### src/sv/ssaa_ram.sv
// ----------------------------------------------------------------------------
// ssaa_ram
// Generic one-write, one-read RAM with registered read data.
// ----------------------------------------------------------------------------
module ssaa_ram #(
    parameter int WIDTH = 8,
    parameter int DEPTH = 16
) (
    input  logic                     clk,
    input  logic                     we,
    input  logic [$clog2(DEPTH)-1:0] waddr,
    input  logic [WIDTH-1:0]         wdata,
    input  logic                     re,
    input  logic [$clog2(DEPTH)-1:0] raddr,
    output logic [WIDTH-1:0]         rdata
);

    logic [WIDTH-1:0] mem [DEPTH];

    always_ff @(posedge clk)
    begin
        if (we)
        begin
            mem[waddr] <= wdata;
        end
        if (re)
        begin
            rdata <= mem[raddr];
        end
    end

endmodule

### config.mk
export PLATFORM = sky130hd
export DESIGN_NAME = ssaa_ram
export DESIGN_NICKNAME = d
export VERILOG_FILES = /design/src/sv/ssaa_ram.sv
export SDC_FILE = /design/constraint.sdc
export NUM_CORES = 1
export LEC_CHECK = 0
export ABC_CLOCK_PERIOD_IN_PS = 1900
export BUFFER_PORTS_ARGS = -buffer_cell sky130_fd_sc_hd__buf_4
export CORE_MARGIN = 4
export CORE_UTILIZATION = 30
export CTS_BUF_LIST = sky130_fd_sc_hd__clkbuf_2 sky130_fd_sc_hd__clkbuf_4 sky130_fd_sc_hd__clkbuf_8
export DETAILED_ROUTE_END_ITERATION = 7
export PLACE_DENSITY = 0.42
export SLEW_MARGIN = 20
export SYNTH_ARGS = -nofsm -noshare
export SYNTH_HDL_FRONTEND = slang
export SYNTH_SLANG_ARGS = --single-unit
### constraint.sdc
create_clock -name clk -period 1.9 [get_ports clk]
set_input_delay 0.19 -clock clk [delete_from_list [all_inputs] [get_ports clk]]
set_output_delay 0.19 -clock clk [all_outputs]
set_load 0.05 [all_outputs]
### Word-level counts from Yosys, hierarchy flattened

Memory sizes are Yosys's and may differ from the RTL's. A register that Yosys moved wholly into a read port is not among the register bits.
Index checks and enable logic that the tools add are counted.

* bits in registers: 0
* memory bits (writable): 128
* input bits: 19
* output and inout bits: 8
* logic and storage cells: 3
* memories kept: 1

Memory list
* mem: depth 16, width 8, rd ports 1, clocked after memory_dff 1, wr ports 1, RTL line 18 `logic [WIDTH-1:0] mem [DEPTH];`

* multiplexer cells: 2

Operators by type and width (count)
* 1-bit 2-to-1 mux: 2

### Longest topological paths before layout

Gate-level depths: netlist (run 1).

* depth after elaboration: 2
* mapped depth: 5
* mapped depth without buffers: 3

### Worst setup path before layout (run 1)

No wires, ideal clock.

* kind: input-to-reg
* from: input waddr[2]
* to: memory mem[0][0], enable pin
* setup time: 0.383 ns
* arrival: 1.300 ns
* required time: 1.517 ns
* path slack: 0.217 ns
* cell stages on the path: 2
* path buffers: 0
* cell sequence: or3b_2 > nor3_1

RTL lines
* start, declared: RTL line 11 `input logic [$clog2(DEPTH)-1:0] waddr,`
* end, declared: RTL line 18

Straight into the memory's write port.

==> results of run 1 <==
metal layers:
metal	up-vias	global-route usage [%]	part of all wire [%]
li1	1098	-	-
met1	1299	15.7	44
met2	59	18.8	50
met3	13	2.63	4.0
met4	0	5.46	1.6
met5	-	0	0
placed cells by master (no fill, tap or decap), types with 2 or more instances in the layout:
cell and n:
buf_12 3, clkbuf_8 17, clkinv_2 6, nor2_1 13, nand2b_1 2, mux4_2 18, edfxtp_1 136, a22oi_1 16
clkinv_1 5, nand2_1 9, mux4_1 14, nor3_1 4, clkbuf_4 2, nand3b_1 2, buf_4 48
state kept, by name (all words and copies together) (netlist names):
signal and flops:
mem 128, rdata 8
cells by family after synthesis:
| group | after synthesis | synth area share [%] |
|---|---|---|
| simple gates | 35 | 3.14 |
| flops | 136 | 78.1 |
| mux | 32 | 14.8 |
| buf+inv | 10 | 1.65 |
| compound gates | 16 | 2.30 |
per-stage QoR:
| step | utilization, % | hold slack [ps] | setup WS [ps] | total power [W] |
|---|---|---|---|---|
| after floorplan | - | 289 | 217 | 0.00368 |
| after global placement | 34.0 | 512 | 97.3 | 0.00387 |
| after detailed placement | 34.0 | 517 | 110 | 0.00387 |
| after CTS | 36.0 | 42.6 | 363 | 0.00589 |
| after global routing | 36.0 | 55.7 | 338 | 0.00607 |
| final | 36.0 | 66.6 | 415 | 0.00582 |
where the power goes:
group	internal, W	switching, W
registers	0.00338	0.0000187
logic	0.000164	0.000234
clock network	0.00102	0.00100
layout make-up:
type	count	share of cell area, %
flip-flops and latches	136	66.1
repair buffers	51	6.80
clock buffers	19	4.03
well taps	225	4.56
multi-input cells	83	17.1
clock inverters	13	1.42
how the worst min path moves through the flow:
stage / from / slack (ps) / cells past startpoint / end
global placement: wdata[1] / 510 / 1 / mem[9][1]$_DFFE_PP_
floorplan: wdata[0] / 290 / 0 / mem[0][0]$_DFFE_PP_
finish: wdata[1] / 70 / 1 / mem[9][1]$_DFFE_PP_
detailed placement: wdata[1] / 520 / 1 / mem[15][1]$_DFFE_PP_
global route: wdata[1] / 60 / 1 / mem[4][1]$_DFFE_PP_
CTS: wdata[1] / 40 / 1 / mem[4][1]$_DFFE_PP_
==> flow_summary.toml, run 1 <==
[setup_path]
critical-path-slowest-cell = "mux4_2"
reg2reg_depth = 3
r2r_end = "rdata[7]$_DFFE_PP_"
crit_buf_inv = 0
crit_required_ps = 2080
rrSetupSlack_ps = 410
crit_path_end_kind = "flop"
worst-path-stages = 3
start_kind = "flop"
cp_top_family = "multiplexers"
reg2reg_from = "mem[3][7]$_DFFE_PP_"
cp.arrival_ps = 1660
critPathMaxFanout = 1
max_stage_delay_ps = 490
cp-endpoint = "rdata[7]$_DFFE_PP_"
path_class = "reg -> reg"
crit_chain = "mux4_2, a22oi_1, nand2_1"
startpoint = "mem[3][7]$_DFFE_PP_"

[clock_network]
cts_setup_buffers = 0
clock_sinks = 136
ctsResizeCount = 0
clock_path_buffers = 2
clock_latency_ps = 440
cts_buffers = 17
hold_buffers = 0
htree_levels = 4
cts_tree = "built"
root_buffer = "clkbuf_8"
path_clk_slew_ps = 70

[floorplan]
start_util_pct = 30.4
die_h_um = 140
row_count = 48
die_w_um = 140
die_area_um2 = 19600
ios = 27
core_um2 = 17200

[yosys]
synth_area_leaders = "edfxtp_1 78%, mux4_2 7.8%, mux4_1 7.0%"
syn-cell-area_um2 = 5230
synthArstFlopShare_pct = 0
ys.flop_type = "edfxtp_1"
synth_nets = 248
ys_warn_count = 0
ys_ff_latch = 136
yosysTopAreaCell = "edfxtp_1"
synth.top_cell.area_share_pct = 78.1
synth-edff-count = 136
avgSynthCellArea_um2 = 22.8
synth_common_cells = "136 x edfxtp_1, 18 x mux4_2, 16 x a22oi_1"
syn_inst = 229
ys_seq_area_share_pct = 78.1
yosysMostFrequentCell = "edfxtp_1"
synth_cell_types = 18

[job]
cap_violations = 0

[sta]
worstMarginPinSlew_ps = 433
final_max_slew_viol_count = 0
setup_viol = 0
fmax_ghz = 0.673
hold_viol = 0
fin_worst_skew_ps = 16.5
min_period_over_period_pct = 78.2
min_period_ps = 1490
setup_tns_ps = 0
relSlewSlack_pct = 71.1
rsz0062_at_grt = "no"

[place]
gp_congestion = 0.683
postPlaceCellArea_um2 = 5840
place_inst = 495
io_buffers = 26
dp_hpwl_um = 7200

[finish]
design_area_um2 = 6180
synthToLayoutAreaGrowth_pct = 18.2
seq_area_um2 = 4080
diodes = 0
nFillCells = 1612
drive_gt1_share_pct = 32.1
multiInputGateArea_um2 = 1060
nets = 308
final_cells = 527

[route]
detail-route-antenna-nets = 0
drt-initial-drc-count = 215
drc = 0
vias_per_cell = 4.69
vias = 2469
wl_um = 11000
wl_per_cell_um = 21.0
drt_pre_antenna_iters = 6

[grt]
gr-total-overflow = 0
grt_max_degree = 18
grt.total_usage_pct = 11.9
first_global_vias = 2539
antenna_found_initial = 0
grt_pass1_wl_um = 16400

[hold_path]
hold_class = "in -> reg"

[power]
p_leak_nw = 2.06
peakVddDrop_v = 0.000417
powerDensity_nw_per_um2 = 942

[outcome]
status = "finished, final reports clean"
Note: power is estimated with default switching activity, not from simulation.
==> run 2: changes to the inputs <==
--- a/config.mk
+++ b/config.mk
@@ -5,13 +5,14 @@
 export SDC_FILE = /design/constraint.sdc
 export NUM_CORES = 1
 export LEC_CHECK = 0
-export ABC_CLOCK_PERIOD_IN_PS = 1900
+export ABC_AREA = 1
+export ABC_CLOCK_PERIOD_IN_PS = 1200
 export BUFFER_PORTS_ARGS = -buffer_cell sky130_fd_sc_hd__buf_4
 export CORE_MARGIN = 4
 export CORE_UTILIZATION = 30
 export CTS_BUF_LIST = sky130_fd_sc_hd__clkbuf_2 sky130_fd_sc_hd__clkbuf_4 sky130_fd_sc_hd__clkbuf_8
 export DETAILED_ROUTE_END_ITERATION = 7
-export PLACE_DENSITY = 0.42
+export PLACE_DENSITY = 0.43
 export SLEW_MARGIN = 20
 export SYNTH_ARGS = -nofsm -noshare
 export SYNTH_HDL_FRONTEND = slang
==> constraint.sdc (replaced) <==
create_clock -name clk -period 1.2 [get_ports clk]
set_input_delay 0.12 -clock clk [delete_from_list [all_inputs] [get_ports clk]]
set_output_delay 0.12 -clock clk [all_outputs]
set_load 0.05 [all_outputs]
==> run 2 against run 1 <==
Utilization rose by 1.0 points. Clock skew fell by 6.0 ps. Critical path type is now reg -> out. Highest routed layer unchanged. Sequential share of layout area fell by 7.8 points. Via count rose by 55%. Cell area rose by 13%.
==> flow_summary.toml, run 2 <==
[route]
drc = 0
vias = 3831
vias_per_cell = 4.37
wl_per_cell_um = 16.5
drt_pre_antenna_iters = 5
drt-initial-drc-count = 283
detail-route-antenna-nets = 0
wl_um = 14500

[finish]
largest_register = "mem"
top_regs = "mem x128, rdata x8"
final_common_cell = "nand2_1"
nets = 622
synthToLayoutAreaGrowth_pct = 19.9
diodes = 0
nFillCells = 1871
final_cell_mix = "172 x nand2_1, 136 x edfxtp_1, 100 x inv_1"
largest_reg_flops = 128
drive_gt1_share_pct = 15.9
final_cells = 876
design_area_um2 = 7010

[clock_network]
clock_latency_ps = 430
cts_setup_buffers = 0
cts_tree = "built"
clock_path_buffers = 2
cts_buffers = 17
htree_levels = 4
path_clk_slew_ps = 80
root_buffer = "clkbuf_8"
clock_sinks = 136

[yosys]
ys_ff_latch = 136
muxShareOfSynthArea_pct = 0
synth_area_leaders = "edfxtp_1 70%, nand2_1 11%, nand3_1 8.3%"
synth_compound_gate_area_share_pct = 0
synth_top_family_by_area = "simple AND/OR/NAND/NOR gates"
synthArstFlopShare_pct = 0
synth_common_cells = "173 x nand2_1, 136 x edfxtp_1, 100 x inv_1"
syn_inst = 551
ys.flop_type = "edfxtp_1"
synthAdderAreaFrac_pct = 0
synthSimpleGateAreaFrac_pct = 20.8
ys_warn_count = 0
synth.top_cell.area_share_pct = 69.8
synth-edff-count = 136
yosysMostFrequentCell = "nand2_1"
yosysTopAreaCell = "edfxtp_1"
synth_xor_area_share_pct = 0
synth_cell_types = 11
synth_nets = 570
avgSynthCellArea_um2 = 10.6
ys_seq_area_share_pct = 69.8
syn-cell-area_um2 = 5850

[sta]
rsz0062_at_grt = "yes"
hold_viol = 0
setup_slack_ps = 22.7
fmax_ghz = 0.849
final_max_slew_viol_count = 0
fin_hold_ws_ps = 40.5
min_period_over_period_pct = 98.1
setup_viol = 0
worstMarginPinSlew_ps = 368
relSlewSlack_pct = 75.5
min_period_ps = 1180
fin_worst_skew_ps = 10.5
setup_tns_ps = 0

[floorplan]
start_util_pct = 30.8
ios = 27
die_w_um = 148
row_count = 50
die_area_um2 = 21800
die_h_um = 148
core_um2 = 19000

[setup_path]
crit_buf_inv = 1
rrSetupSlack_ps = 50
startpoint = "rdata[2]$_DFFE_PP_"
start_kind = "flop"
max_stage_delay_ps = 450
worst-path-stages = 1
cp.arrival_ps = 1060
r2r_end = "rdata[4]$_DFFE_PP_"
crit_chain = "buf_6"
crit_required_ps = 1080
cp_top_family = "flip-flops"
critPathMaxFanout = 1
reg2reg_from = "mem[0][4]$_DFFE_PP_"
cp-endpoint = "rdata[2]"
crit_path_end_kind = "output pin"
critical-path-slowest-cell = "edfxtp_1"
path_class = "reg -> out"
reg2reg_depth = 6

[job]
cap_violations = 0

[grt]
gr-total-overflow = 0
first_global_vias = 3746
grt.total_usage_pct = 14.0
grt_pass1_wl_um = 22400
grt_max_degree = 39
antenna_found_initial = 0

[place]
postPlaceCellArea_um2 = 6510
io_buffers = 26
dp_hpwl_um = 9590
dp_slack_ps = -143
place_inst = 843
gp_congestion = 0.809

[power]
powerDensity_nw_per_um2 = 1460
peakVddDrop_v = 0.000637
p_leak_nw = 2.98

[hold_path]
hold_class = "in -> reg"

[outcome]
status = "finished, final reports clean"
run 2: cells by family (layout without fill, tap and decap cells):
group                  count (synthesis)  count (layout)
buffers and inverters                126             191
DFF                                  136             136
and+or+nand+nor                      289             289
run 2: worst min-delay path by stage:
stage,from,to,slack (ps),cells after the start
floorplan,wdata[0],mem[0][0]$_DFFE_PP_,220,0
global placement,re,rdata[0]$_DFFE_PP_,440,1
detailed placement,re,rdata[0]$_DFFE_PP_,440,1
CTS,wdata[5],mem[3][5]$_DFFE_PP_,20,1
global route,wdata[5],mem[3][5]$_DFFE_PP_,20,1
finish,wdata[3],mem[7][3]$_DFFE_PP_,40,1
run 2: report_power, final:
| group | total (W) | switching [W] | internal (W) |
|---|---|---|---|
| Sequential | 0.00538 | 0.0000318 | 0.00535 |
| Combinational | 0.000844 | 0.000567 | 0.000277 |
| Clock | 0.00404 | 0.00169 | 0.00236 |
| Total | 0.0103 | 0.00229 | 0.00798 |
run 2: cell type report:
class | instances | area [µm²] | share of cell area, %
Timing Repair Buffer | 57 | 529 | 7.55
Clock inverter | 10 | 151 | 2.16
Clock buffer | 22 | 272 | 3.87
Multi-Input combinational cell | 289 | 1270 | 18.1
Sequential cell | 136 | 4080 | 58.3
Tap cell | 260 | 325 | 4.64
Inverter | 102 | 383 | 5.46
run 2: timing repair:
item,CTS,global route
endpoints found under the hold margin,8,0
pin swaps,0,2
gates resized for setup,2,12
setup endpoints to repair,2,9
cloned,0,0
hold buffers,1,0
run 2: routing by layer:
metal	up-vias	track usage, %	wire [µm]
li1	1881	-	-
met1	1852	19.6	6970
met2	90	21.7	6790
met3	8	3.59	595
met4	0	3.49	107
met5	-	0	0
run 2: worst register-to-register path: stages (launching register included):
cell	delay, ps
edfxtp_1	380
inv_1	70
nand2_1	60
nand3_1	60
nand3_1	130
nand3_2	130
nand2_1	80
run 2: metrics by stage:
stage,utilization [%],power (W)
finish,37.0,0.0103
CTS,36.7,0.0104
global placement,34.4,0.00632
floorplan,-,0.00593
detailed placement,34.4,0.00631
global route,37.0,0.0107
==> run 3: changes to the inputs <==
--- a/config.mk
+++ b/config.mk
@@ -6,9 +6,9 @@
 export NUM_CORES = 1
 export LEC_CHECK = 0
 export ABC_AREA = 1
-export ABC_CLOCK_PERIOD_IN_PS = 1200
+export ABC_CLOCK_PERIOD_IN_PS = 1080
 export BUFFER_PORTS_ARGS = -buffer_cell sky130_fd_sc_hd__buf_4
-export CORE_MARGIN = 4
+export CORE_MARGIN = 10
 export CORE_UTILIZATION = 30
 export CTS_BUF_LIST = sky130_fd_sc_hd__clkbuf_2 sky130_fd_sc_hd__clkbuf_4 sky130_fd_sc_hd__clkbuf_8
 export DETAILED_ROUTE_END_ITERATION = 7
==> constraint.sdc (replaced) <==
create_clock -name clk -period 1.08 [get_ports clk]
set_input_delay 0.108 -clock clk [delete_from_list [all_inputs] [get_ports clk]]
set_output_delay 0.108 -clock clk [all_outputs]
set_load 0.05 [all_outputs]
==> run 3 against run 2 <==
Clock power shrank 12%. Combinational power up 23%. Critical endpoint is now rdata[3]. Register-to-register slack lost 40 ps. Total power rose by 3.0%. Wire length increased by 4.9%. Global-route usage fell by 1.9 points. Clock skew decreased by 2.4 ps. Worst hold slack lost 18 ps. Non-clock buffer count up 5. Via count is 0.16% lower. Critical path type unchanged. Setup slack lost 150 ps. The run now ends with setup timing left. Critical path depth unchanged. Largest power group unchanged.
==> flow_summary.toml, run 3 (synthesis results as in run 2) <==
[grt]
grt_max_degree = 34
grt_pass1_wl_um = 23000
first_global_vias = 3887
gr-total-overflow = 0
antenna_found_initial = 0
grt.total_usage_pct = 12.1

[sta]
worstMarginPinSlew_ps = 449
setup_tns_ps = -438
fmax_ghz = 0.827
fin_worst_skew_ps = 8.12
min_period_ps = 1210
setup_slack_ps = -129
min_period_over_period_pct = 112
setup_viol = 8
final_max_slew_viol_count = 0
hold_viol = 0
relSlewSlack_pct = 70.0
rsz0062_at_grt = "yes"

[setup_path]
crit_chain = "buf_6"
start_kind = "flop"
cp_top_family = "flip-flops"
crit_required_ps = 970
critPathMaxFanout = 1
path_class = "reg -> out"
crit_path_end_kind = "output pin"
critical-path-slowest-cell = "edfxtp_1"
crit_buf_inv = 1
max_stage_delay_ps = 460
cp.arrival_ps = 1100

[finish]
design_area_um2 = 7180
final_cell_mix = "166 x nand2_1, 136 x edfxtp_1, 96 x inv_1"
diodes = 0
largest_register = "mem"
top_regs = "mem x128, rdata x8"
final_common_cell = "nand2_1"
largest_reg_flops = 128
nets = 627
synthToLayoutAreaGrowth_pct = 22.7
drive_gt1_share_pct = 22.5

[floorplan]
ios = 27
die_w_um = 160
core_um2 = 19300
row_count = 51
die_h_um = 160
die_area_um2 = 25500
start_util_pct = 30.2

[route]
drt-initial-drc-count = 234
vias = 3825
drt_pre_antenna_iters = 4
vias_per_cell = 4.34
drc = 0
detail-route-antenna-nets = 0
wl_per_cell_um = 17.2
wl_um = 15200

[outcome]
status = "finished with violations"
violations = "setup timing"

[clock_network]
path_clk_slew_ps = 70
root_buffer = "clkbuf_8"
cts_tree = "built"
clock_path_buffers = 2
cts_setup_buffers = 0
htree_levels = 4
cts_buffers = 17
clock_latency_ps = 440
clock_sinks = 136

[place]
dp_hpwl_um = 9760
gp_congestion = 0.764
postPlaceCellArea_um2 = 6570
io_buffers = 26

[power]
p_leak_nw = 3.03
powerDensity_nw_per_um2 = 1470
peakVddDrop_v = 0.000689

[hold_path]
hold_class = "in -> reg"

[job]
cap_violations = 0
run 3: cell types whose count changed in the layout (fill, tap and decap cells not counted), moves of 2 or more:
cell and delta:
clkinv_1 +3, inv_1 -4, nand2_2 +6, buf_6 +5
nand3_4 +3, nand2_1 -6, inv_2 +4, bufinv_16 -3
nand3_1 -33, clkbuf_4 -3, clkinvlp_4 -2, nand3_2 +30
run 3: timing repair:
action | in CTS | in global routing
hold endpoints to repair | 8 | 0
pin swaps | 9 | 35
setup endpoints to repair | 14 | 16
hold buffers | 1 | 0
gates resized for setup | 27 | 38
run 3: where the power goes:
group          internal (W)  switching (W)  total [W]
logic              0.000360       0.000681    0.00104
registers           0.00594      0.0000406    0.00598
clock network       0.00176        0.00179    0.00355
run 3: per-layer routing:
| layer | wire [µm] | GRT usage (%) |
|---|---|---|
| met1 | 6980 | 15.6 |
| met5 | 0 | 0 |
| met4 | 221 | 4.34 |
| met2 | 7190 | 19.0 |
| met3 | 773 | 3.49 |
run 3: path summary, 6_finish.rpt:
check                  endpoint                  from  cells after the start  slack (ps)
max                    rdata[3]    rdata[3]$_DFFE_PP_                      1        -130
min          rdata[7]$_DFFE_PP_              raddr[3]                      3          20
max reg2reg  rdata[6]$_DFFE_PP_  mem[12][6]$_DFFE_PP_                      6          10
min reg2reg  rdata[3]$_DFFE_PP_  mem[14][3]$_DFFE_PP_                      6         750
run 3: per-stage QoR:
step | power [W] | std cells | hold WS, ps | util (%) | worst slack (ps)
finish | 0.0106 | 882 | 22.7 | 37.1 | -129
detailed placement | 0.00705 | 853 | 428 | 34.0 | -363
global placement | 0.00704 | 853 | 429 | 34.0 | -317
global route | 0.0110 | 882 | 9.65 | 37.1 | -172
floorplan | 0.00659 | 551 | 207 | - | 21.2
CTS | 0.0106 | 882 | 2.75 | 36.3 | -168
run 3: cell type report:
cell class | instances | area, µm²
clock buffers | 19 | 249
clock inverters | 9 | 62.6
fillers | 1916 | 12200
inverters | 102 | 383
multi-input cells | 289 | 1470
flip-flops and latches | 136 | 4080
well taps | 265 | 332
repair buffers | 62 | 598
