File: config.mk
export PLATFORM = sky130hd
export DESIGN_NAME = ssaa_front
export DESIGN_NICKNAME = d
export VERILOG_FILES = /design/src/sv/ssaa_pkg.sv /design/src/sv/ssaa_front.sv
export SDC_FILE = /design/constraint.sdc
export NUM_CORES = 1
export LEC_CHECK = 0
export BUFFER_PORTS_ARGS = -buffer_cell sky130_fd_sc_hd__buf_2
export CAP_MARGIN = 20
export CORE_MARGIN = 2
export CORE_UTILIZATION = 53
export CTS_BUF_LIST = sky130_fd_sc_hd__clkbuf_8
export DETAILED_ROUTE_END_ITERATION = 10
export PLACE_DENSITY = 0.83
export SETUP_SLACK_MARGIN = 0.05
export SLEW_MARGIN = 10
export SYNTH_ARGS = -nofsm -noshare
export SYNTH_HDL_FRONTEND = slang
export SYNTH_SLANG_ARGS = --single-unit
File: constraint.sdc
create_clock -name clk -period 3.4 [get_ports clk]
set_input_delay 0 -clock clk [delete_from_list [all_inputs] [get_ports clk]]
set_output_delay 0 -clock clk [all_outputs]
set_load 0.01 [all_outputs]
File: src/sv/ssaa_pkg.sv
// ----------------------------------------------------------------------------
// ssaa_pkg
// Shared constants, types and the reciprocal table of the box downsampler.
// ----------------------------------------------------------------------------
package ssaa_pkg;

    localparam int MAX_OUT_WIDTH = 1024;
    localparam int MAX_KERNEL    = 8;
    localparam int HEIGHT_LIMIT  = 1024;

    localparam int COL_W = $clog2(MAX_OUT_WIDTH);
    localparam int ROW_W = $clog2(HEIGHT_LIMIT);
    localparam int SUB_W = $clog2(MAX_KERNEL);

    // one channel sum holds up to MAX_KERNEL^2 * 255
    localparam int CH_W  = 14;
    localparam int SUM_W = 3 * CH_W;

    localparam int PIX_W = 8;

    localparam int KSIZE_W  = 4;
    localparam int DIM_W    = 11;
    localparam int ADDR_W   = 4;
    localparam int DATA_W   = 32;

    // register indexes, taken from paddr[3:2]
    localparam logic [1:0] REG_KERNEL = 2'd0;
    localparam logic [1:0] REG_WIDTH  = 2'd1;
    localparam logic [1:0] REG_HEIGHT = 2'd2;

    localparam logic [KSIZE_W-1:0] KSIZE_RESET  = 4'd1;
    localparam logic [DIM_W-1:0]   WIDTH_RESET  = 11'd640;
    localparam logic [DIM_W-1:0]   HEIGHT_RESET = 11'd480;

    localparam int QUEUE_DEPTH = 4;
    localparam int QPTR_W      = $clog2(QUEUE_DEPTH);

    // quotient = (sum * ceil(2^RECIP_SHIFT / k^2)) >> RECIP_SHIFT, exact for sums below 2^CH_W
    localparam int RECIP_SHIFT = 20;
    localparam int RECIP_W     = RECIP_SHIFT + 1;
    localparam int PROD_W      = CH_W + RECIP_W;

    typedef struct packed {
        logic [PIX_W-1:0] red;
        logic [PIX_W-1:0] green;
        logic [PIX_W-1:0] blue;
        logic [COL_W-1:0] col;
        logic [SUB_W-1:0] kmin1;
        logic             first;
        logic             emit;
        logic             row_end;
        logic             frame_end;
    } ssaa_job_t;

    localparam int JOB_W = $bits(ssaa_job_t);

    typedef struct packed {
        logic empty;
        logic pop;
    } ssaa_qctl_t;

    function automatic logic [RECIP_W-1:0] recip_of(input logic [SUB_W-1:0] kmin1);
        logic [RECIP_W-1:0] m;
        begin
            case (kmin1)
                3'd0:    m = 21'd1048576;
                3'd1:    m = 21'd262144;
                3'd2:    m = 21'd116509;
                3'd3:    m = 21'd65536;
                3'd4:    m = 21'd41944;
                3'd5:    m = 21'd29128;
                3'd6:    m = 21'd21400;
                3'd7:    m = 21'd16384;
                default: m = 21'd1048576;
            endcase
            return m;
        end
    endfunction

endpackage

File: src/sv/ssaa_front.sv
// ----------------------------------------------------------------------------
// ssaa_front
// Configuration registers, pixel position counters and classification of
// each incoming pixel into a job for the accumulate side.
// ----------------------------------------------------------------------------
module ssaa_front (
    input  logic                          clk,
    input  logic                          rst_n,
    input  logic                          psel,
    input  logic                          penable,
    input  logic                          pwrite,
    input  logic [ssaa_pkg::ADDR_W-1:0]   paddr,
    input  logic [ssaa_pkg::DATA_W-1:0]   pwdata,
    output logic [ssaa_pkg::DATA_W-1:0]   prdata,
    output logic                          pready,
    input  logic [ssaa_pkg::PIX_W-1:0]    red_in,
    input  logic [ssaa_pkg::PIX_W-1:0]    green_in,
    input  logic [ssaa_pkg::PIX_W-1:0]    blue_in,
    input  logic                          accept,
    output ssaa_pkg::ssaa_job_t           job
);

    logic [ssaa_pkg::KSIZE_W-1:0] ksize_reg;
    logic [ssaa_pkg::DIM_W-1:0]   width_reg;
    logic [ssaa_pkg::DIM_W-1:0]   height_reg;

    logic [ssaa_pkg::SUB_W-1:0] sub_col_reg, sub_col_next;
    logic [ssaa_pkg::COL_W-1:0] col_reg, col_next;
    logic [ssaa_pkg::SUB_W-1:0] sub_row_reg, sub_row_next;
    logic [ssaa_pkg::ROW_W-1:0] row_reg, row_next;

    logic [ssaa_pkg::SUB_W-1:0] kmin1;
    logic [ssaa_pkg::COL_W-1:0] wmin1;
    logic [ssaa_pkg::ROW_W-1:0] hmin1;

    logic       wr_en;
    logic       wr_hit;
    logic [1:0] reg_idx;
    logic       last_sub_col;
    logic       last_col;
    logic       last_sub_row;
    logic       last_row;

    assign pready  = 1'b1;
    assign reg_idx = paddr[3:2];
    assign wr_en   = psel & penable & pwrite & pready;
    assign wr_hit  = wr_en & ((reg_idx == ssaa_pkg::REG_KERNEL) ||
                              (reg_idx == ssaa_pkg::REG_WIDTH) ||
                              (reg_idx == ssaa_pkg::REG_HEIGHT));

    always_comb
    begin
        case (reg_idx)
            ssaa_pkg::REG_KERNEL: prdata = ssaa_pkg::DATA_W'(ksize_reg);
            ssaa_pkg::REG_WIDTH:  prdata = ssaa_pkg::DATA_W'(width_reg);
            ssaa_pkg::REG_HEIGHT: prdata = ssaa_pkg::DATA_W'(height_reg);
            default:              prdata = '0;
        endcase
    end

    // clamp the registers to their working ranges, kept as value minus one
    always_comb
    begin
        if (ksize_reg == '0)
            kmin1 = '0;
        else if (ksize_reg > ssaa_pkg::KSIZE_W'(ssaa_pkg::MAX_KERNEL))
            kmin1 = ssaa_pkg::SUB_W'(ssaa_pkg::MAX_KERNEL - 1);
        else
            kmin1 = ssaa_pkg::SUB_W'(ksize_reg - 1'b1);

        if (width_reg == '0)
            wmin1 = '0;
        else if (width_reg > ssaa_pkg::DIM_W'(ssaa_pkg::MAX_OUT_WIDTH))
            wmin1 = ssaa_pkg::COL_W'(ssaa_pkg::MAX_OUT_WIDTH - 1);
        else
            wmin1 = ssaa_pkg::COL_W'(width_reg - 1'b1);

        if (height_reg == '0)
            hmin1 = '0;
        else if (height_reg > ssaa_pkg::DIM_W'(ssaa_pkg::HEIGHT_LIMIT))
            hmin1 = ssaa_pkg::ROW_W'(ssaa_pkg::HEIGHT_LIMIT - 1);
        else
            hmin1 = ssaa_pkg::ROW_W'(height_reg - 1'b1);
    end

    assign last_sub_col = (sub_col_reg == kmin1);
    assign last_col     = (col_reg == wmin1);
    assign last_sub_row = (sub_row_reg == kmin1);
    assign last_row     = (row_reg == hmin1);

    always_comb
    begin
        job.red       = red_in;
        job.green     = green_in;
        job.blue      = blue_in;
        job.col       = col_reg;
        job.kmin1     = kmin1;
        job.first     = (sub_col_reg == '0) && (sub_row_reg == '0);
        job.emit      = last_sub_col & last_sub_row;
        job.row_end   = last_col;
        job.frame_end = last_col & last_row;
    end

    always_comb
    begin
        sub_col_next = sub_col_reg;
        col_next     = col_reg;
        sub_row_next = sub_row_reg;
        row_next     = row_reg;
        if (wr_hit)
        begin
            sub_col_next = '0;
            col_next     = '0;
            sub_row_next = '0;
            row_next     = '0;
        end
        else if (accept)
        begin
            if (!last_sub_col)
            begin
                sub_col_next = sub_col_reg + 1'b1;
            end
            else
            begin
                sub_col_next = '0;
                if (!last_col)
                begin
                    col_next = col_reg + 1'b1;
                end
                else
                begin
                    col_next = '0;
                    if (!last_sub_row)
                    begin
                        sub_row_next = sub_row_reg + 1'b1;
                    end
                    else
                    begin
                        sub_row_next = '0;
                        row_next     = last_row ? '0 : row_reg + 1'b1;
                    end
                end
            end
        end
    end

    always_ff @(posedge clk or negedge rst_n)
    begin
        if (!rst_n)
        begin
            ksize_reg   <= ssaa_pkg::KSIZE_RESET;
            width_reg   <= ssaa_pkg::WIDTH_RESET;
            height_reg  <= ssaa_pkg::HEIGHT_RESET;
            sub_col_reg <= '0;
            col_reg     <= '0;
            sub_row_reg <= '0;
            row_reg     <= '0;
        end
        else
        begin
            if (wr_en && reg_idx == ssaa_pkg::REG_KERNEL)
                ksize_reg <= pwdata[ssaa_pkg::KSIZE_W-1:0];
            if (wr_en && reg_idx == ssaa_pkg::REG_WIDTH)
                width_reg <= pwdata[ssaa_pkg::DIM_W-1:0];
            if (wr_en && reg_idx == ssaa_pkg::REG_HEIGHT)
                height_reg <= pwdata[ssaa_pkg::DIM_W-1:0];
            sub_col_reg <= sub_col_next;
            col_reg     <= col_next;
            sub_row_reg <= sub_row_next;
            row_reg     <= row_next;
        end
    end

endmodule

Yosys cells after proc, flatten, opt, wreduce, memory -nomap -nowiden
Index checks and enable logic that the tools add are counted.

word-level totals
  bits of input ports = 66
  output and inout port bits = 74
  register bits after elaboration = 52

operators by class
  $lt $le $gt $ge = 3
  bitwise operators = 5
  reduce and logical (&&, ||, !) cells = 19
  muxes and demuxes = 25
  eq/ne operators = 6
  add/subtract/negate cells = 7

operators with widths
  kind                     count
  $mux W10                 14
  $pmux W11 S3             1
  $mux W3                  10
  $gt A11 B11 Y1 const B   2
  $logic_not A11 Y1        2
  $add A10 B1 Y10 const B  2
  $eq A10 B10 Y1           2
  $sub A10 B1 Y10 const B  2
  $reduce_bool A2 Y1       4
  $add A3 B1 Y3 const B    2
  $eq A3 B3 Y1             2
  $logic_not A3 Y1         2
  $and A1 B1 Y1            5
  $gt A4 B4 Y1 const B     1
  $logic_and A1 B1 Y1      4
  $logic_not A4 Y1         1
  $reduce_and A4 Y1        1
  $reduce_and A3 Y1        1
  $sub A3 B1 Y3 const B    1
  $eq A2 B1 Y1 const B     1
  $eq A2 B2 Y1 const B     1
  $logic_not A2 Y1         1
  $logic_or A1 B1 Y1       2
  $reduce_and A2 Y1        1

Logic depth before layout (Yosys ltp)
Gate-level depths: netlist of the first run.

  depth in word-level cells = 10
  depth in mapped cells = 13
  gate-level depth less buffers = 11

Worst setup path before layout of the first run
OpenSTA, ideal clock, no wires.

  path kind = reg-to-reg
  start point = register width_reg[0] (netlist bit)
  end point = register col_reg[5] (netlist bit)
  arrival time = 3.009 ns
  cell stages (with the launch flop) = 13
  slack = 0.290 ns
  path buffers = 2
  period minus slack after synthesis = 3.110 ns
  cell sequence = dfrtp_1 > inv_1 > ha_1 > or3b_2 > or4_4 > buf_6 > and3_1 > o21ai_1 > nand4_1 > and4_4 > or3_1 > buf_2 > o311ai_2

on the way
  longest elaborated chain between the ends = 8

ends and longest elaborated chain
  what                                               RTL line                            source
  start, declared                                    ssaa_front.sv:24                    logic [ssaa_pkg::DIM_W-1:0] width_reg;
  start signal, assigned                             ssaa_front.sv:152                   width_reg <= ssaa_pkg::WIDTH_RESET;
  start signal, assigned                             ssaa_front.sv:164                   width_reg <= pwdata[ssaa_pkg::DIM_W-1:0];
  $sub A10 B1 Y10 or $gt A11 B11 Y1 (tied branches)  ssaa_front.sv:76, ssaa_front.sv:73
  $mux W10                                           ssaa_front.sv:73                    else if (width_reg > ssaa_pkg::DIM_W'(ssaa_pkg::MAX_OUT_WIDTH))
  $mux W10 *                                         ssaa_front.sv:71                    if (width_reg == '0)
  $eq A10 B10 Y1 *                                   ssaa_front.sv:87                    assign last_col = (col_reg == wmin1);
  $mux W10 *                                         ssaa_front.sv:126                   if (!last_col)
  $mux W10 *                                         ssaa_front.sv:119                   if (!last_sub_col)
  $mux W10 *                                         ssaa_front.sv:117                   else if (accept)
  $mux W10 *                                         ssaa_front.sv:110                   if (wr_hit)
  end signal, assigned                               ssaa_front.sv:168                   col_reg <= col_next;
  end, declared                                      ssaa_front.sv:28                    logic [ssaa_pkg::COL_W-1:0] col_reg, col_next;

Every way passes the cells marked *; elsewhere a longest branch is shown, timed or not. The select of a mux whose other input is x is not followed.
A chain may end at the register's enable or synchronous reset.

==> results of run 1 <==
==> through the flow <==
stage | setup WS (ps) | area, um^2 | instances | hold slack, ps
detailed placement | -48.0 | 4410 | 637 | -5.51
floorplan | 290 | 4390 | 547 | -296
CTS | 88.7 | 4640 | 657 | 0.0686
global placement | 72.4 | 4410 | 637 | -21.6
global route | -50.3 | 4700 | 660 | 0.0254
finish | 194 | 4700 | 660 | 0.00328
==> what timing repair did <==
item,4_1_cts,5_1_grt
gates cloned,0,0
hold buffers,12,0
resized for setup,1,13
endpoints found under the hold margin,47,0
endpoints found under the setup margin,10,22
pin swaps,0,7
setup buffers,0,3
==> path summary, 6_finish.rpt <==
kind | from | endpoint | slack [ps] | cells past startpoint
setup / recovery | height_reg[1] | job[0] | 190 | 12
hold / removal | blue_in[3] | job[20] | 0.003 | 0
setup reg to reg | width_reg[1] | row_reg[9] | 190 | 11
hold reg to reg | ksize_reg[1] | ksize_reg[1] | 570 | 1
max in group asynchronous | rst_n | ksize_reg[0] | 2390 | 3
min in group asynchronous | rst_n | height_reg[9] | 180 | 2
==> cells by family after synthesis <==
logic type | after synthesis | synth area share
fa+ha+maj | 10 | 0.0284
flops | 52 | 0.304
other cells | 2 | 0.00174
mux | 26 | 0.0661
xor+xnor | 19 | 0.0386
buf+inv | 107 | 0.137
compound gates | 121 | 0.182
simple gates | 190 | 0.242
==> per-layer routing <==
| layer | global-route usage | routed length, um |
|---|---|---|
| met3 | 0.0369 | 766 |
| met1 | 0.317 | 4360 |
| met5 | 0 | 0 |
| met2 | 0.407 | 5270 |
| met4 | 0.0628 | 181 |
==> area by class of cell <==
type	count	area, um^2	area share
inverters	30	113	0.0239
well taps	102	128	0.0271
clock buffers	6	82.6	0.0176
repair buffers	80	515	0.110
clock inverters	2	17.5	0.00373
multi-input cells	388	2530	0.539
flip-flops and latches	52	1310	0.279
==> report_power, final <==
part	internal, mW	switching (mW)
registers	0.797	0.297
clock network	0.171	0.223
logic	0.592	0.712
total	1.56	1.23
==> placed cells by master (no fill, tap or decap), types with 20 or more instances in the layout <==
master and n:
buf_2 46, dfrtp_1 44, nand2_1 39, o21ai_0 34, inv_1 29, nand3_1 28, nor2_1 25, a21oi_1 23
conb_1 22, buf_4 22, mux2_2 20
==> worst max-delay path, cell delays in order, from the launching register on <==
cell and delay [ps]:
dfrtp_1 440, inv_1 100, ha_1 180, or4b_1 490, buf_4 170, o31ai_1 180
nand2_1 110, xnor2_1 140, a2111oi_1 380, and4_2 340, nand2_1 100, nor2_1 120
buf_2 150
==> metrics.yaml, run 1 <==
status: "complete, no violations"
fp.dieH_um: 94.2
drcViolationCount: 0
wl_um: 10600
cts_max_level: 2
slew_viol_final: 0
synth-main-ff-cell: "dfrtp_1"
detail_route.iter0.violations: 191
fin_crit_sh: 0.943
drt-wirelength-per-cell_um: 16.0
ys_ff_latch: 52
power.total_mw: 2.79
maxCapViolCount: 0
vdd_drop_max_v: 0.000415
hold_path.class: "in -> out"
netlist_area_um2: 4310
cts_tree: "done"
nets: 632
fin_skew_ps: 8.87
synth_top_cell_area_share: 0.261
crit_fanout: 5
grt_pass1_vias: 3701
insertion_delay_ps: 310
synth-async-reset-ratio: 1.00
end_kind: "output pin"
grt_max_degree: 32
rows: 32
io_buffer_count: 46
drive_gt1_frac: 0.226
ys_types: 64
gp_congestion: 0.945
worstPathArrival_ps: 3210
worst_pin_slew_ps: 816
leakage_nw: 2.01
synth_most_common_cell: "buf_4"
coreArea_um2: 7810
antenna_found_initial: 0
start_util: 0.552
clock-sinks: 52
rsz0062_at_grt: "yes"
max_freq_ghz: 0.312
ant_nets: 0
avgSynthCellArea_um2: 8.18
report.final.hold_viol_count: 0
n_antenna_cell: 0
grt_use_total: 0.239
firstDrtPassIters: 6
fin_util: 0.602
grt_pass1_wl_um: 17300
io_pins: 140
hpwlAfterDp_um: 7870
die_x_um: 94.2
crit_required_ps: 3400
criticalPathCategory: "reg -> out"
cts_buffers: 5
netlist_top_cells_count: "47 x buf_4, 45 x dfrtp_1, 39 x nand2_1, 35 x o21ai_0, 30 x inv_1"
yosys.area.top_type: "dfrtp_1"
synth.yosys.warnings: 0
min_period_ps: 3210
cp-start-kind: "flip-flop"
grt-ovfl-total: 0
die-area_um2: 8880
clockRootBuffer: "clkbuf_8"
finalSetupTns_ps: 0
fillers: 684
avgViaCountPerCell: 6.07
slew_headroom: 0.455
clk_pin_slew_ps: 100
cts_buffer_depth: 2
synth_edf_count: 0
power_density_nw_per_um2: 594
yosys-top-cells-area: "dfrtp_1 26%, buf_4 8.2%, mux2_2 5.2%"
setup_viol: 0
netlist_instances: 527
area_growth_pct: 9.02
vias: 4003
yosysSeqAreaShare: 0.304
No activity file was read; power rests on OpenSTA's default activity.
==> run 2: changes to the inputs <==
Settings changed: CORE_ASPECT_RATIO set to 1.1.
==> run 2 against run 1 <==
Maximum frequency rose by 0.37%. Sequential power barely moved. Combinational power barely moved. Utilization shrank 0.33 points. Hold slack hardly changed. Global-route usage decreased by 1.4 points. Largest cell class unchanged. Largest power group unchanged.
==> metrics.yaml, run 2 (synthesis gave the netlist of run 1 again) <==
crit_fanout: 4
clk_pin_slew_ps: 100
fp.dieH_um: 98.6
power_frac_seq: 0.388
vias: 4008
final_common_cell: "buf_2"
power.switching_mw: 1.25
fin_cells: 669
avgViaCountPerCell: 5.99
crit_required_ps: 3400
min_period_ps: 3190
area_growth_pct: 9.89
maxCapViolCount: 0
cts_buffers: 5
vdd_drop_max_v: 0.000332
cts_max_level: 2
fillers: 674
grt_pass1_vias: 3764
criticalPathCategory: "reg -> out"
cp-start-kind: "flip-flop"
io_buffer_count: 46
report.final.hold_viol_count: 0
leakage_nw: 2.02
power_density_nw_per_um2: 591
final_cell_area_um2: 4740
layout_common_cells: "46 x buf_2, 45 x dfrtp_1, 39 x nand2_1"
end_kind: "output pin"
clock-sinks: 52
grt-ovfl-total: 0
cts_buffer_depth: 2
cts_tree: "done"
detail_route.iter0.violations: 155
grt_pass1_wl_um: 16800
drive_gt1_frac: 0.226
p_sw_frac: 0.447
drt-wirelength-per-cell_um: 16.0
p_int_mw: 1.55
antenna_found_initial: 0
status: "complete, no violations"
grt_max_degree: 28
finalSetupTns_ps: 0
clkPwrFrac: 0.137
rsz0062_at_grt: "yes"
slew_viol_final: 0
nets: 635
worst_slack_ps: 206
grt_use_total: 0.225
hold_path.class: "in -> out"
max_freq_ghz: 0.313
start_util: 0.545
hpwlAfterDp_um: 7980
coreArea_um2: 7910
p_comb_frac: 0.475
wl_um: 10700
dpl.cell_count: 648
rows: 34
drcViolationCount: 0
ant_nets: 0
setup_viol: 0
worstPathArrival_ps: 3190
fin_skew_ps: 10.8
gp_congestion: 0.994
die_x_um: 90.0
firstDrtPassIters: 5
place_ws_ps: 14.0
post_dp_cell_area_um2: 4460
die-area_um2: 8880
clockRootBuffer: "clkbuf_8"
insertion_delay_ps: 310
n_antenna_cell: 0
worst_pin_slew_ps: 788
slew_headroom: 0.474
io_pins: 140
multi_input_area_um2: 2550
regArea_um2: 1310
fin_crit_sh: 0.940
[run 2: through the flow]
step                      power, mW  utilization  hold slack [ps]
after CTS                      2.76        0.591           0.0686
after global placement         2.30        0.563           0.0686
after global routing           2.98        0.599           0.0138
final                          2.80        0.599          0.00445
after detailed placement       2.36        0.563           0.0686
after floorplan                2.01            -             -296
[run 2: metal layers]
metal  track usage  vias up  wire length (um)  share of wire
li1              -     1897                 -              -
met1         0.262     1903              4310           0.40
met2         0.417      181              5510           0.51
met3        0.0229       27               611          0.057
met4         0.102        0               294          0.027
met5             0        -                 0              0
[run 2: final timing paths]
path | end | cells after the start | startpoint | slack, ps
max in group asynchronous | ksize_reg[0] | 3 | rst_n | 2370
min reg2reg | height_reg[0] | 2 | height_reg[0] | 580
max reg2reg | col_reg[7] | 12 | width_reg[0] | 250
min | job[26] | 0 | green_in[1] | 0.004
max | job[0] | 12 | height_reg[1] | 210
min in group asynchronous | height_reg[9] | 2 | rst_n | 210
[run 2: area by class of cell]
| cell class | count | area share |
|---|---|---|
| multi-input combinational | 388 | 0.538 |
| sequential | 52 | 0.276 |
| timing repair buffer | 83 | 0.114 |
| tap | 108 | 0.0285 |
| inverter | 30 | 0.0238 |
| clock buffer | 5 | 0.0145 |
| clock inverter | 3 | 0.00528 |
[run 2: worst max-delay path, cell delays in order (launching register included)]
cell	delay, ps
dfrtp_1	390
inv_1	80
ha_1	180
or4b_1	500
buf_4	180
o31ai_1	220
nand2_1	110
xnor2_1	130
a2111oi_0	360
and4_2	360
nand2_1	90
nor2_1	120
buf_2	150
[run 2: repair_timing]
action                                  4_1_cts  5_1_grt
cloned                                        0        0
pin swaps                                     0        5
endpoints found under the hold margin        45        0
hold buffers                                 12        0
resized for setup                             1       11
endpoints found under the setup margin       10       19
buffers inserted                              0        1
[run 2: power groups by stage]
stage,Combinational (mW),Clock (mW),Sequential [mW]
3_3_place_gp,1.23,0,1.07
4_1_cts,1.30,0.392,1.07
5_1_grt,1.46,0.407,1.11
3_5_place_dp,1.28,0,1.09
6_report,1.33,0.385,1.09
2_1_floorplan,1.04,0,0.970
